==> src/rtl/core/lsch_pkg.sv <==
// Package: lottery scheduler constants, control word type and microcode ROM.
`default_nettype none
package lsch_pkg;

	localparam int NUM_PROCS   = 64;
	localparam int NULL_PID    = 0;
	localparam int TICKET_BITS = 16;

	localparam int PID_W   = 6;
	localparam int TCNT_W  = 16;
	localparam int STATE_W = 2;
	localparam int DRAW_W  = 32;
	localparam int TOTAL_W = 22;

	localparam int IDX_W   = (NUM_PROCS > 1) ? $clog2(NUM_PROCS) : 1;
	localparam int SUM_W   = TICKET_BITS + IDX_W;
	localparam int NULL_IDX = NULL_PID % NUM_PROCS;
	localparam int DCNT_W  = $clog2(DRAW_W);

	localparam logic [STATE_W-1:0] RS_NONE  = 2'd0;
	localparam logic [STATE_W-1:0] RS_READY = 2'd1;
	localparam logic [STATE_W-1:0] RS_RUN   = 2'd2;

	localparam logic OP_WRITE = 1'b0;

	typedef logic [3:0] step_t;

	localparam step_t SQ_IDLE     = 4'd0;
	localparam step_t SQ_WRITE    = 4'd1;
	localparam step_t SQ_DEM_RD   = 4'd2;
	localparam step_t SQ_DEM_WR   = 4'd3;
	localparam step_t SQ_SUM      = 4'd4;
	localparam step_t SQ_SUM_END  = 4'd5;
	localparam step_t SQ_CHECK    = 4'd6;
	localparam step_t SQ_DIV      = 4'd7;
	localparam step_t SQ_WALK     = 4'd8;
	localparam step_t SQ_WALK_END = 4'd9;
	localparam step_t SQ_WAIT     = 4'd10;
	localparam step_t SQ_WIN      = 4'd11;

	typedef enum logic [2:0] {
		J_NEXT,
		J_ALWAYS,
		J_DISPATCH,
		J_LOOP_SCAN,
		J_LOOP_DIV,
		J_ZERO,
		J_OUT
	} jmp_t;

	typedef struct packed {
		logic  in_rdy;
		logic  wr_entry;
		logic  rd_run;
		logic  demote;
		logic  scan;
		logic  clr;
		logic  acc_sum;
		logic  div_init;
		logic  div_step;
		logic  acc_walk;
		logic  win_wr;
		jmp_t  jmp;
		step_t tgt;
	} ctrl_t;

	function automatic ctrl_t ucode_rom(input step_t s);
		ctrl_t c;
		c = '0;
		c.jmp = J_NEXT;
		c.tgt = SQ_IDLE;
		unique case (s)
			SQ_IDLE: begin
				c.in_rdy = 1'b1;
				c.jmp    = J_DISPATCH;
				c.tgt    = SQ_DEM_RD;
			end
			SQ_WRITE: begin
				c.wr_entry = 1'b1;
				c.jmp      = J_ALWAYS;
				c.tgt      = SQ_IDLE;
			end
			SQ_DEM_RD: begin
				c.rd_run = 1'b1;
				c.clr    = 1'b1;
			end
			SQ_DEM_WR: begin
				c.demote = 1'b1;
			end
			SQ_SUM: begin
				c.scan    = 1'b1;
				c.acc_sum = 1'b1;
				c.jmp     = J_LOOP_SCAN;
				c.tgt     = SQ_SUM;
			end
			SQ_SUM_END: begin
				c.acc_sum = 1'b1;
			end
			SQ_CHECK: begin
				c.div_init = 1'b1;
				c.jmp      = J_ZERO;
				c.tgt      = SQ_WAIT;
			end
			SQ_DIV: begin
				c.div_step = 1'b1;
				c.jmp      = J_LOOP_DIV;
				c.tgt      = SQ_DIV;
			end
			SQ_WALK: begin
				c.scan     = 1'b1;
				c.acc_walk = 1'b1;
				c.jmp      = J_LOOP_SCAN;
				c.tgt      = SQ_WALK;
			end
			SQ_WALK_END: begin
				c.acc_walk = 1'b1;
			end
			SQ_WAIT: begin
				c.jmp = J_OUT;
				c.tgt = SQ_WIN;
			end
			SQ_WIN: begin
				c.win_wr = 1'b1;
				c.jmp    = J_ALWAYS;
				c.tgt    = SQ_IDLE;
			end
			default: begin
				c.jmp = J_ALWAYS;
				c.tgt = SQ_IDLE;
			end
		endcase
		return c;
	endfunction

endpackage
`default_nettype wire

==> src/rtl/core/lsch_ram.sv <==
// Generic single-write, single-read RAM with registered read data.
`default_nettype none
module lsch_ram #(
	parameter int WIDTH = 8,
	parameter int DEPTH = 64
) (
	input  wire logic                     clk,
	input  wire logic                     we,
	input  wire logic [$clog2(DEPTH)-1:0] waddr,
	input  wire logic [WIDTH-1:0]         wdata,
	input  wire logic [$clog2(DEPTH)-1:0] raddr,
	output      logic [WIDTH-1:0]         rdata
);

	logic [WIDTH-1:0] mem [DEPTH];

	always_ff @(posedge clk) begin
		if (we) begin
			mem[waddr] <= wdata;
		end
		rdata <= mem[raddr];
	end

endmodule
`default_nettype wire

==> src/rtl/core/lottery_scheduler.sv <==
// Lottery scheduler: microcoded sequencer over a process ticket and state table.
// Write request: accepted in the idle step, entry written the next cycle.
// Reschedule: time from accept to result is set by two serial table scans
//   and a 32-step bit-serial modulo; a zero total skips the modulo and the walk.
// One request at a time; the result register frees the input side while it waits.
// Reset: asynchronous, clears sequencer, valid bits and running entry; tables read as zero.
`default_nettype none
module lottery_scheduler
	import lsch_pkg::*;
(
	input  wire logic                clk,
	input  wire logic                arst_n,
	input  wire logic                in_valid,
	output      logic                in_ready,
	input  wire logic                op,
	input  wire logic [PID_W-1:0]    pid,
	input  wire logic [TCNT_W-1:0]   ticket_count,
	input  wire logic [STATE_W-1:0]  run_state,
	input  wire logic [DRAW_W-1:0]   random_draw,
	output      logic                out_valid,
	input  wire logic                out_ready,
	output      logic [PID_W-1:0]    chosen_pid,
	output      logic [TOTAL_W-1:0]  ticket_total,
	output      logic                none_eligible
);

	ctrl_t                 ctrl;
	step_t                 step_q, step_nxt;
	logic [IDX_W-1:0]      cnt_q;
	logic [DCNT_W-1:0]     dcnt_q;
	logic [IDX_W-1:0]      running_q, win_q, pid_idx;
	logic [NUM_PROCS-1:0]  tval_q, sval_q;
	logic                  tv_s1, sv_s1, scan_s1;
	logic [IDX_W-1:0]      idx_s1;
	logic [SUM_W-1:0]      total_q, run_q, rem_q, run_nxt;
	logic [SUM_W:0]        div_sh;
	logic [DRAW_W-1:0]     draw_q;
	logic [PID_W-1:0]      pid_q;
	logic [TCNT_W-1:0]     tcnt_q;
	logic [STATE_W-1:0]    rs_q;
	logic                  found_q, none_q;
	logic                  req_acc, out_free, pid_ok;
	logic                  cnt_last;

	logic                  t_we, s_we;
	logic [IDX_W-1:0]      s_waddr, s_raddr;
	logic [STATE_W-1:0]    s_wdata, s_rdata, st_eff;
	logic [TICKET_BITS-1:0] t_rdata, tk_eff;
	logic                  elig, do_demote;

	assign ctrl     = ucode_rom(step_q);
	assign in_ready = ctrl.in_rdy;
	assign req_acc  = in_valid & ctrl.in_rdy;
	assign out_free = ~out_valid | out_ready;
	assign pid_idx  = IDX_W'(pid_q);
	assign pid_ok   = 32'(pid_q) < 32'(NUM_PROCS);
	assign cnt_last = cnt_q == IDX_W'(NUM_PROCS - 1);

	lsch_ram #(.WIDTH(TICKET_BITS), .DEPTH(NUM_PROCS)) u_ticket_ram (
		.clk   (clk),
		.we    (t_we),
		.waddr (pid_idx),
		.wdata (tcnt_q[TICKET_BITS-1:0]),
		.raddr (cnt_q),
		.rdata (t_rdata)
	);

	lsch_ram #(.WIDTH(STATE_W), .DEPTH(NUM_PROCS)) u_state_ram (
		.clk   (clk),
		.we    (s_we),
		.waddr (s_waddr),
		.wdata (s_wdata),
		.raddr (s_raddr),
		.rdata (s_rdata)
	);

	assign st_eff    = sv_s1 ? s_rdata : RS_NONE;
	assign tk_eff    = tv_s1 ? t_rdata : '0;
	assign elig      = scan_s1 & ((st_eff == RS_READY) | (st_eff == RS_RUN));
	assign do_demote = ctrl.demote & (st_eff == RS_RUN);
	assign run_nxt   = run_q + SUM_W'(tk_eff);
	assign div_sh    = {rem_q, draw_q[DRAW_W-1]};
	assign s_raddr   = ctrl.rd_run ? running_q : cnt_q;
	assign t_we      = ctrl.wr_entry & pid_ok;
	assign s_we      = t_we | do_demote | ctrl.win_wr;

	always_comb begin
		priority if (ctrl.wr_entry) begin
			s_waddr = pid_idx;
			s_wdata = rs_q;
		end else if (ctrl.demote) begin
			s_waddr = running_q;
			s_wdata = RS_READY;
		end else begin
			s_waddr = win_q;
			s_wdata = RS_RUN;
		end
	end

	always_comb begin
		step_nxt = step_t'(step_q + 4'd1);
		unique case (ctrl.jmp)
			J_NEXT:      step_nxt = step_t'(step_q + 4'd1);
			J_ALWAYS:    step_nxt = ctrl.tgt;
			J_DISPATCH: begin
				if (!req_acc) begin
					step_nxt = step_q;
				end else if (op == OP_WRITE) begin
					step_nxt = step_t'(step_q + 4'd1);
				end else begin
					step_nxt = ctrl.tgt;
				end
			end
			J_LOOP_SCAN: step_nxt = cnt_last ? step_t'(step_q + 4'd1) : ctrl.tgt;
			J_LOOP_DIV:  step_nxt = (dcnt_q != '0) ? ctrl.tgt : step_t'(step_q + 4'd1);
			J_ZERO:      step_nxt = (total_q == '0) ? ctrl.tgt : step_t'(step_q + 4'd1);
			J_OUT:       step_nxt = out_free ? ctrl.tgt : step_q;
			default:     step_nxt = SQ_IDLE;
		endcase
	end

	always_ff @(posedge clk or negedge arst_n) begin
		if (!arst_n) begin
			step_q    <= SQ_IDLE;
			tval_q    <= '0;
			sval_q    <= '0;
			running_q <= IDX_W'(NULL_IDX);
			scan_s1   <= 1'b0;
			out_valid <= 1'b0;
		end else begin
			step_q  <= step_nxt;
			scan_s1 <= ctrl.scan;
			if (t_we) begin
				tval_q[pid_idx] <= 1'b1;
			end
			if (s_we) begin
				sval_q[s_waddr] <= 1'b1;
			end
			if (ctrl.win_wr) begin
				running_q <= win_q;
				out_valid <= 1'b1;
			end else if (out_ready) begin
				out_valid <= 1'b0;
			end
		end
	end

	always_ff @(posedge clk) begin
		tv_s1  <= tval_q[cnt_q];
		sv_s1  <= sval_q[s_raddr];
		idx_s1 <= cnt_q;
		if (req_acc) begin
			draw_q <= random_draw;
			pid_q  <= pid;
			tcnt_q <= ticket_count;
			rs_q   <= run_state;
		end
		if (ctrl.clr) begin
			cnt_q   <= '0;
			total_q <= '0;
		end
		if (ctrl.scan) begin
			cnt_q <= cnt_last ? '0 : cnt_q + IDX_W'(1);
		end
		if (ctrl.acc_sum && elig) begin
			total_q <= total_q + SUM_W'(tk_eff);
		end
		if (ctrl.div_init) begin
			rem_q   <= '0;
			dcnt_q  <= DCNT_W'(DRAW_W - 1);
			run_q   <= '0;
			cnt_q   <= '0;
			found_q <= 1'b0;
			win_q   <= IDX_W'(NULL_IDX);
			none_q  <= total_q == '0;
		end
		if (ctrl.div_step) begin
			if (div_sh >= {1'b0, total_q}) begin
				rem_q <= SUM_W'(div_sh - {1'b0, total_q});
			end else begin
				rem_q <= div_sh[SUM_W-1:0];
			end
			draw_q <= draw_q << 1;
			dcnt_q <= dcnt_q - DCNT_W'(1);
		end
		if (ctrl.acc_walk && elig && !found_q) begin
			run_q <= run_nxt;
			if (run_nxt > rem_q) begin
				found_q <= 1'b1;
				win_q   <= idx_s1;
			end
		end
		if (ctrl.win_wr) begin
			chosen_pid    <= PID_W'(win_q);
			ticket_total  <= TOTAL_W'(total_q);
			none_eligible <= none_q;
		end
	end

endmodule
`default_nettype wire

==> config.mk <==
export PLATFORM = sky130hd
export DESIGN_NAME = lottery_scheduler
export DESIGN_NICKNAME = d
export VERILOG_FILES = /design/src/rtl/core/lsch_pkg.sv /design/src/rtl/core/lsch_ram.sv /design/src/rtl/core/lottery_scheduler.sv
export SDC_FILE = /design/constraint.sdc
export NUM_CORES = 2
export LEC_CHECK = 0
export CAP_MARGIN = 25
export CORE_MARGIN = 1.5
export CORE_UTILIZATION = 57
export DETAILED_ROUTE_END_ITERATION = 16
export DONT_BUFFER_PORTS = 1
export PLACE_DENSITY = 0.75
export SYNTH_ARGS = -nofsm -noshare
export SYNTH_HDL_FRONTEND = slang
export SYNTH_HIERARCHICAL = 1
export SYNTH_SLANG_ARGS = --single-unit
export TNS_END_PERCENT = 50
==> constraint.sdc <==
create_clock -name clk -period 4.7 [get_ports clk]
set_input_delay 0.705 -clock clk [delete_from_list [all_inputs] [get_ports clk]]
set_output_delay 0.705 -clock clk [all_outputs]
set_load 0.05 [all_outputs]
# After elaboration in Yosys (flattened, before gate mapping)
# Memory sizes are Yosys's and may differ from the RTL's. A register that Yosys moved wholly into a read port is not among the register bits.
# Index checks and enable logic that the tools add are counted.
# word_totals
ff_bits	318
ram_bits	1152
in_bits	61
out_inout_bits	31
mem_count	2
# mem_list
name	words	word_bits	read_ports	rd_ports_with_merged_regs	wr	line	rtl
u_ticket_ram.mem	64	16	1	1	1	lsch_ram.sv:15	logic [WIDTH-1:0] mem [DEPTH];
u_state_ram.mem	64	2	1	1	1	lsch_ram.sv:15	
# op_classes
addsub	6
magnitude_cmp	8
n_eq_ne	22
mux	58
n_bitwise	10
n_reduce_logical	21
# ops
operator	n
2-to-1 mux 22 bit	6
OR 64 bit	2
2-to-1 mux 32 bit	2
2-to-1 mux 6 bit	9
one-hot mux 7 bit (7 select lines)	1
adder 22 x 16 -> 22 bit	2
less-than comparator 6 x 7 -> 1 bit, second input constant	4
one-hot mux 4 bit (7 select lines)	1
2-to-1 mux 4 bit	6
greater-or-equal comparator 23 x 22 -> 1 bit	1
2-to-1 mux 1 bit	23
greater-than comparator 22 bit	1
zero test 22 bit	1
subtractor 22 bit	1
equality test 4 x 3 -> 1 bit, second input constant	4
equality test 4 bit, second input constant	4
2-to-1 mux 16 bit	1
binary-select mux 1 bit (select 6 bit)	2
demux 1 bit (select 6 bit)	2
greater-or-equal comparator 6 x 1 -> 1 bit, second input constant	2
nonzero test 2 bit	6
2-to-1 mux 5 bit	2
equality test 3 bit, second input constant	3
equality test 4 x 2 -> 1 bit, second input constant	2
22 further kinds	37

# Depth between registers and ports, before layout
# logic_depth
ltp_word	9
depth_mapped	26

# Modules after synthesis
# The synthesis kept the hierarchy.
# by_module_without_submodules
mod	n_inst	cells_per_inst	area_per_inst_um2
lsch_ram (u_ticket_ram)	1	1829	40042.2
lottery_scheduler	1	1645	17539.3
lsch_ram (u_state_ram)	1	324	5397.7

# Worst setup path after synthesis
# No wires, ideal clock.
# synth_timing
kind	register -> register
from	reg tv_s1
to	reg win_q[0]
arrival_ns	4.649
slack_ns	-0.081
path_stages_with_launch	24
n_path_buf	5
cell_sequence	dfxtp_1 > buf_6 > buf_12 > buf_2 > clkbuf_1 > clkbuf_1 > and2_1 > ha_1 > ha_1 > nand2_1 > a21oi_1 > a211oi_1 > a211oi_1 > a32oi_1 > o31a_1 > o211ai_1 > mux2i_1 > nand2_1 > ha_1 > nand4_1 > o21a_1 > o21ai_0 > nand3_1 > mux2i_1
# synth_between
elab_chain_cells	5
# synth_lines
element	line	rtl
start: declaration	lottery_scheduler.sv:33	logic tv_s1, sv_s1, scan_s1;
start signal: assignment	lottery_scheduler.sv:149	tv_s1 <= tval_q[cnt_q];
2-to-1 mux 16 bit	lottery_scheduler.sv:78	assign tk_eff = tv_s1 ? t_rdata : '0;
adder 22 x 16 -> 22 bit	lottery_scheduler.sv:81	assign run_nxt = run_q + SUM_W'(tk_eff);
named net run_nxt[16]	lottery_scheduler.sv:35	logic [SUM_W-1:0] total_q, run_q, rem_q, run_nxt;
greater-than comparator 22 bit	lottery_scheduler.sv:188	if (run_nxt > rem_q) begin
2-to-1 mux 6 bit	lottery_scheduler.sv:188	
2-to-1 mux 6 bit	lottery_scheduler.sv:186	if (ctrl.acc_walk && elig && !found_q) begin
end signal: assignment	lottery_scheduler.sv:174	win_q <= IDX_W'(NULL_IDX);
end signal: assignment	lottery_scheduler.sv:190	win_q <= idx_s1;
end: declaration	lottery_scheduler.sv:31	logic [IDX_W-1:0] running_q, win_q, pid_idx;
# The timed path passes the listed nets, and every way through them passes these cells.
# A chain may end at the register's enable or synchronous reset.

# Final worst setup path
# layout_timing
from	reg tv_s1
to	reg win_q[2]
# Same word-level chain as after synthesis.

==> impl_metrics.py <==
metrics = {
    "worst_setup_path": {
        "crit_chain": "buf_12 > nand2_1 > xnor2_1 > ha_2 > nand2_1 > a21oi_1 > a211oi_1 > a211oi_2 > a32oi_1 > o31a_1 > o211ai_1 > mux2i_1 > nand2_1 > ha_1 > nand4_1 > o21a_1 > o21ai_0 > nand3_2 > buf_4 > mux2i_1",
        "reg2reg_from": "tv_s1",
        "cp.buffers_inverters": 2,
        "crit_path_end_kind": "register",
        "critical-path-slowest-cell": "o31a_1",
        "startpoint_type": "register",
        "crit_type": "register to register",
        "critPathMaxFanout": 48,
        "max_stage_delay_ns": 0.42,
        "worstPathRequired_ns": 5.34,
        "crit_start": "tv_s1",
        "r2r_cells": 20,
        "crit_family": "compound AO/OA/AOI/OAI gates",
        "arrival_ns": 5.03,
        "path_depth": 20,
        "crit_top_cell": "nand2_1",
    },
    "sta": {
        "hold_viol_final": 0,
        "tightest_slew_ns": 1.04,
        "clock_skew_ns": 0.0253,
        "finalSetupViolCount": 0,
        "finalMaxSlewViolations": 0,
        "fmax_ghz": 0.228,
        "min_period_over_period": 0.934,
        "rsz0062_at_grt": "no",
        "fin_crit_ns": 4.39,
        "tns_ns": 0,
        "slew_headroom": 0.308,
    },
    "route": {
        "drc": 0,
        "routed_wl_um": 147000,
        "num_vias": 35600,
        "drtPass1Iterations": 6,
        "drt_first_iter_violations": 4546,
        "routed.top_layer": "met5",
        "vias_per_cell": 6.42,
        "wl_met1_um": 57800,
        "antenna_left": 0,
        "post_drt_wl_per_cell_um": 26.6,
        "dr_wl_met3_um": 11800,
        "wl_met2_um": 72400,
    },
    "grt": {
        "grt.total_usage": 0.264,
        "grt_max_degree": 141,
        "grt_pass1_vias": 35400,
        "overflow": 0,
        "antenna_found_initial": 3,
        "grt_pass1_wl_um": 222000,
    },
    "final_layout": {
        "drive_above_1_share": 0.184,
        "nNetsFinal": 4081,
        "multi_input_area_um2": 17900,
        "antenna_cells": 0,
        "design_area_um2": 70300,
        "fin_cells": 5548,
        "seqCellArea_um2": 43600,
        "nFillCells": 7365,
        "area_delta_synth_final_pct": 11.6,
        "final_core_util": 0.644,
    },
    "synthesis": {
        "yosysUniqueCellTypes": 94,
        "yosysSeqAreaShare": 0.692,
        "postSynthAreaPerCell_um2": 16.6,
        "synth_area_leaders": "edfxtp_1 62%, mux4_2 9.8%, dfrtp_1 5.6%",
        "synth_edf_count": 1308,
        "syn-cell-area_um2": 63000,
        "synth_ff_type": "edfxtp_1",
        "async_flop_share": 0.0941,
        "syn_inst": 3798,
        "synth_top_cell_by_area": "edfxtp_1",
        "ys_warn_count": 6,
        "synth_top_area_frac": 0.624,
        "ys_ff_latch": 1488,
        "synth_nets": 3928,
    },
    "placement": {
        "placed_area_um2": 65200,
        "gp_congestion": 0.904,
        "portBuffers": 0,
        "dp_hpwl_um": 91500,
        "dp_cells": 5248,
    },
    "hold_path": {
        "worstHoldStart": "pid[0]",
        "hold_path_class": "input pin to register",
        "min_delay_path_depth": 0,
    },
    "floorplan": {
        "die_h_um": 335,
        "boundaryPins": 92,
        "core_um2": 109000,
        "die_x_um": 335,
        "design.die.area_um2": 112000,
        "start_util": 0.577,
        "num_rows": 121,
    },
    "power": {
        "clock_power_share": 0.335,
        "peakVddDrop_uv": 388,
        "internal-power_mw": 25.1,
        "power.leakage_nw": 24.0,
        "pwr-share-comb": 0.192,
        "pwr-share-seq": 0.473,
        "p_per_area_nw_per_um2": 498,
        "p_sw_mw": 9.88,
        "switching_share": 0.282,
    },
    "clock_tree": {
        "htreeDepth": 4,
        "clk-insertion-delay-late_ns": 0.77,
        "cts.path.max_buffers": 3,
        "clock_sinks": 1488,
        "cts_buffers": 152,
        "cts_tree": "yes",
        "cts_root_buf": "clkbuf_16",
        "path_clk_slew_ns": 0.06,
    },
    "job": {
        "max_cap_viol_count": 0,
    },
    "run_status": {
        "status": "finished clean",
    },
}
-- final cells by class --
type	count	share of cell area
Sequential cell	1488	0.620
Clock buffer	194	0.0583
Multi-Input combinational cell	2015	0.255
Tap cell	1476	0.0263
Clock inverter	81	0.0107
Timing Repair Buffer	191	0.0239
Inverter	103	0.00550
-- metal layers --
metal,vias up,track usage
li1,15300,-
met1,18200,0.356
met2,1758,0.432
met3,331,0.0445
met4,2,0.103
met5,-,0
-- flip-flops by register name, summed over array words and instances, names as in the netlist, 2 cells and up --
register / cells
total_q: 22
step_q: 4
draw_q: 32
idx_s1: 6
chosen_pid: 6
u_ticket_ram/rdata: 16
rem_q: 22
sval_q: 64
u_state_ram/mem: 128
dcnt_q: 5
win_q: 6
running_q: 6
run_q: 22
u_state_ram/rdata: 2
ticket_total: 22
tval_q: 64
u_ticket_ram/mem: 1024
rs_q: 2
tcnt_q: 16
pid_idx: 6
cnt_q: 6
-- power by group through the flow --
stage / Sequential (mW) / Combinational, mW / Clock [mW]
final: 16.6 / 6.72 / 11.7
after global routing: 16.6 / 7.28 / 12.4
after CTS: 16.6 / 6.63 / 11.9
after detailed placement: 16.8 / 6.55 / 0
after global placement: 16.8 / 6.34 / 0
after floorplan: 16.7 / 4.58 / 0
-- timing repair --
action,in CTS,in global routing
hold buffers,18,0
endpoints found under the hold margin,156,0
resized for setup,0,1
setup endpoints to repair,0,6
setup buffers,0,4
-- placed cells by master (no fill, tap or decap), drive strengths merged, types with 28 or more instances in the layout --
cell / synthesis / routed
a21o: 119 / 119
a21oi: 90 / 90
a22o: 39 / 39
a22oi: 54 / 54
a31oi: 28 / 28
and2: 36 / 36
buf: 107 / 172
clkbuf: 85 / 196
clkinv: 2 / 61
dfrtp: 140 / 140
dfxtp: 40 / 40
edfxtp: 1308 / 1308
ha: 68 / 68
inv: 101 / 110
mux2: 39 / 39
mux2i: 144 / 144
mux4: 278 / 278
nand2: 228 / 228
nand2b: 34 / 34
nand3: 72 / 72
nor2: 247 / 247
nor2b: 48 / 48
o21ai: 80 / 80
o21bai: 37 / 37
xnor2: 42 / 42
-- cell usage after synthesis (all sizes together), types with 72 or more instances --
cell	number
mux2i	144
buf	107
nand2	228
edfxtp	1308
a21oi	90
clkbuf	85
mux4	278
nand3	72
nor2	247
o21ai	80
a21o	119
inv	101
dfrtp	140
-- logic make-up after synthesis --
family,synth area share
mux,0.130
fa+ha+maj,0.0146
simple gates,0.0619
flops,0.692
compound gates,0.0699
xor+xnor,0.00751
buf+inv,0.0243
-- stage by stage --
stage               power, mW  worst slack [ns]  hold WS [ns]
floorplan                21.3            0.0981         0.344
global placement         23.1             0.340         0.415
detailed placement       23.4             0.249         0.416
CTS                      35.1             0.259       0.00614
global route             36.3            0.0543        0.0159
finish                   35.0             0.311        0.0488
-- worst paths after layout --
kind,slack (ns),to
setup / recovery,0.31,win_q[2]
hold / removal,0.05,pid_idx[0]
setup reg to reg,0.31,win_q[2]
hold reg to reg,0.42,win_q[4]
max in group asynchronous,3.51,tval_q[11]
min in group asynchronous,0.60,out_valid
No activity file was read; power rests on OpenSTA's default activity.
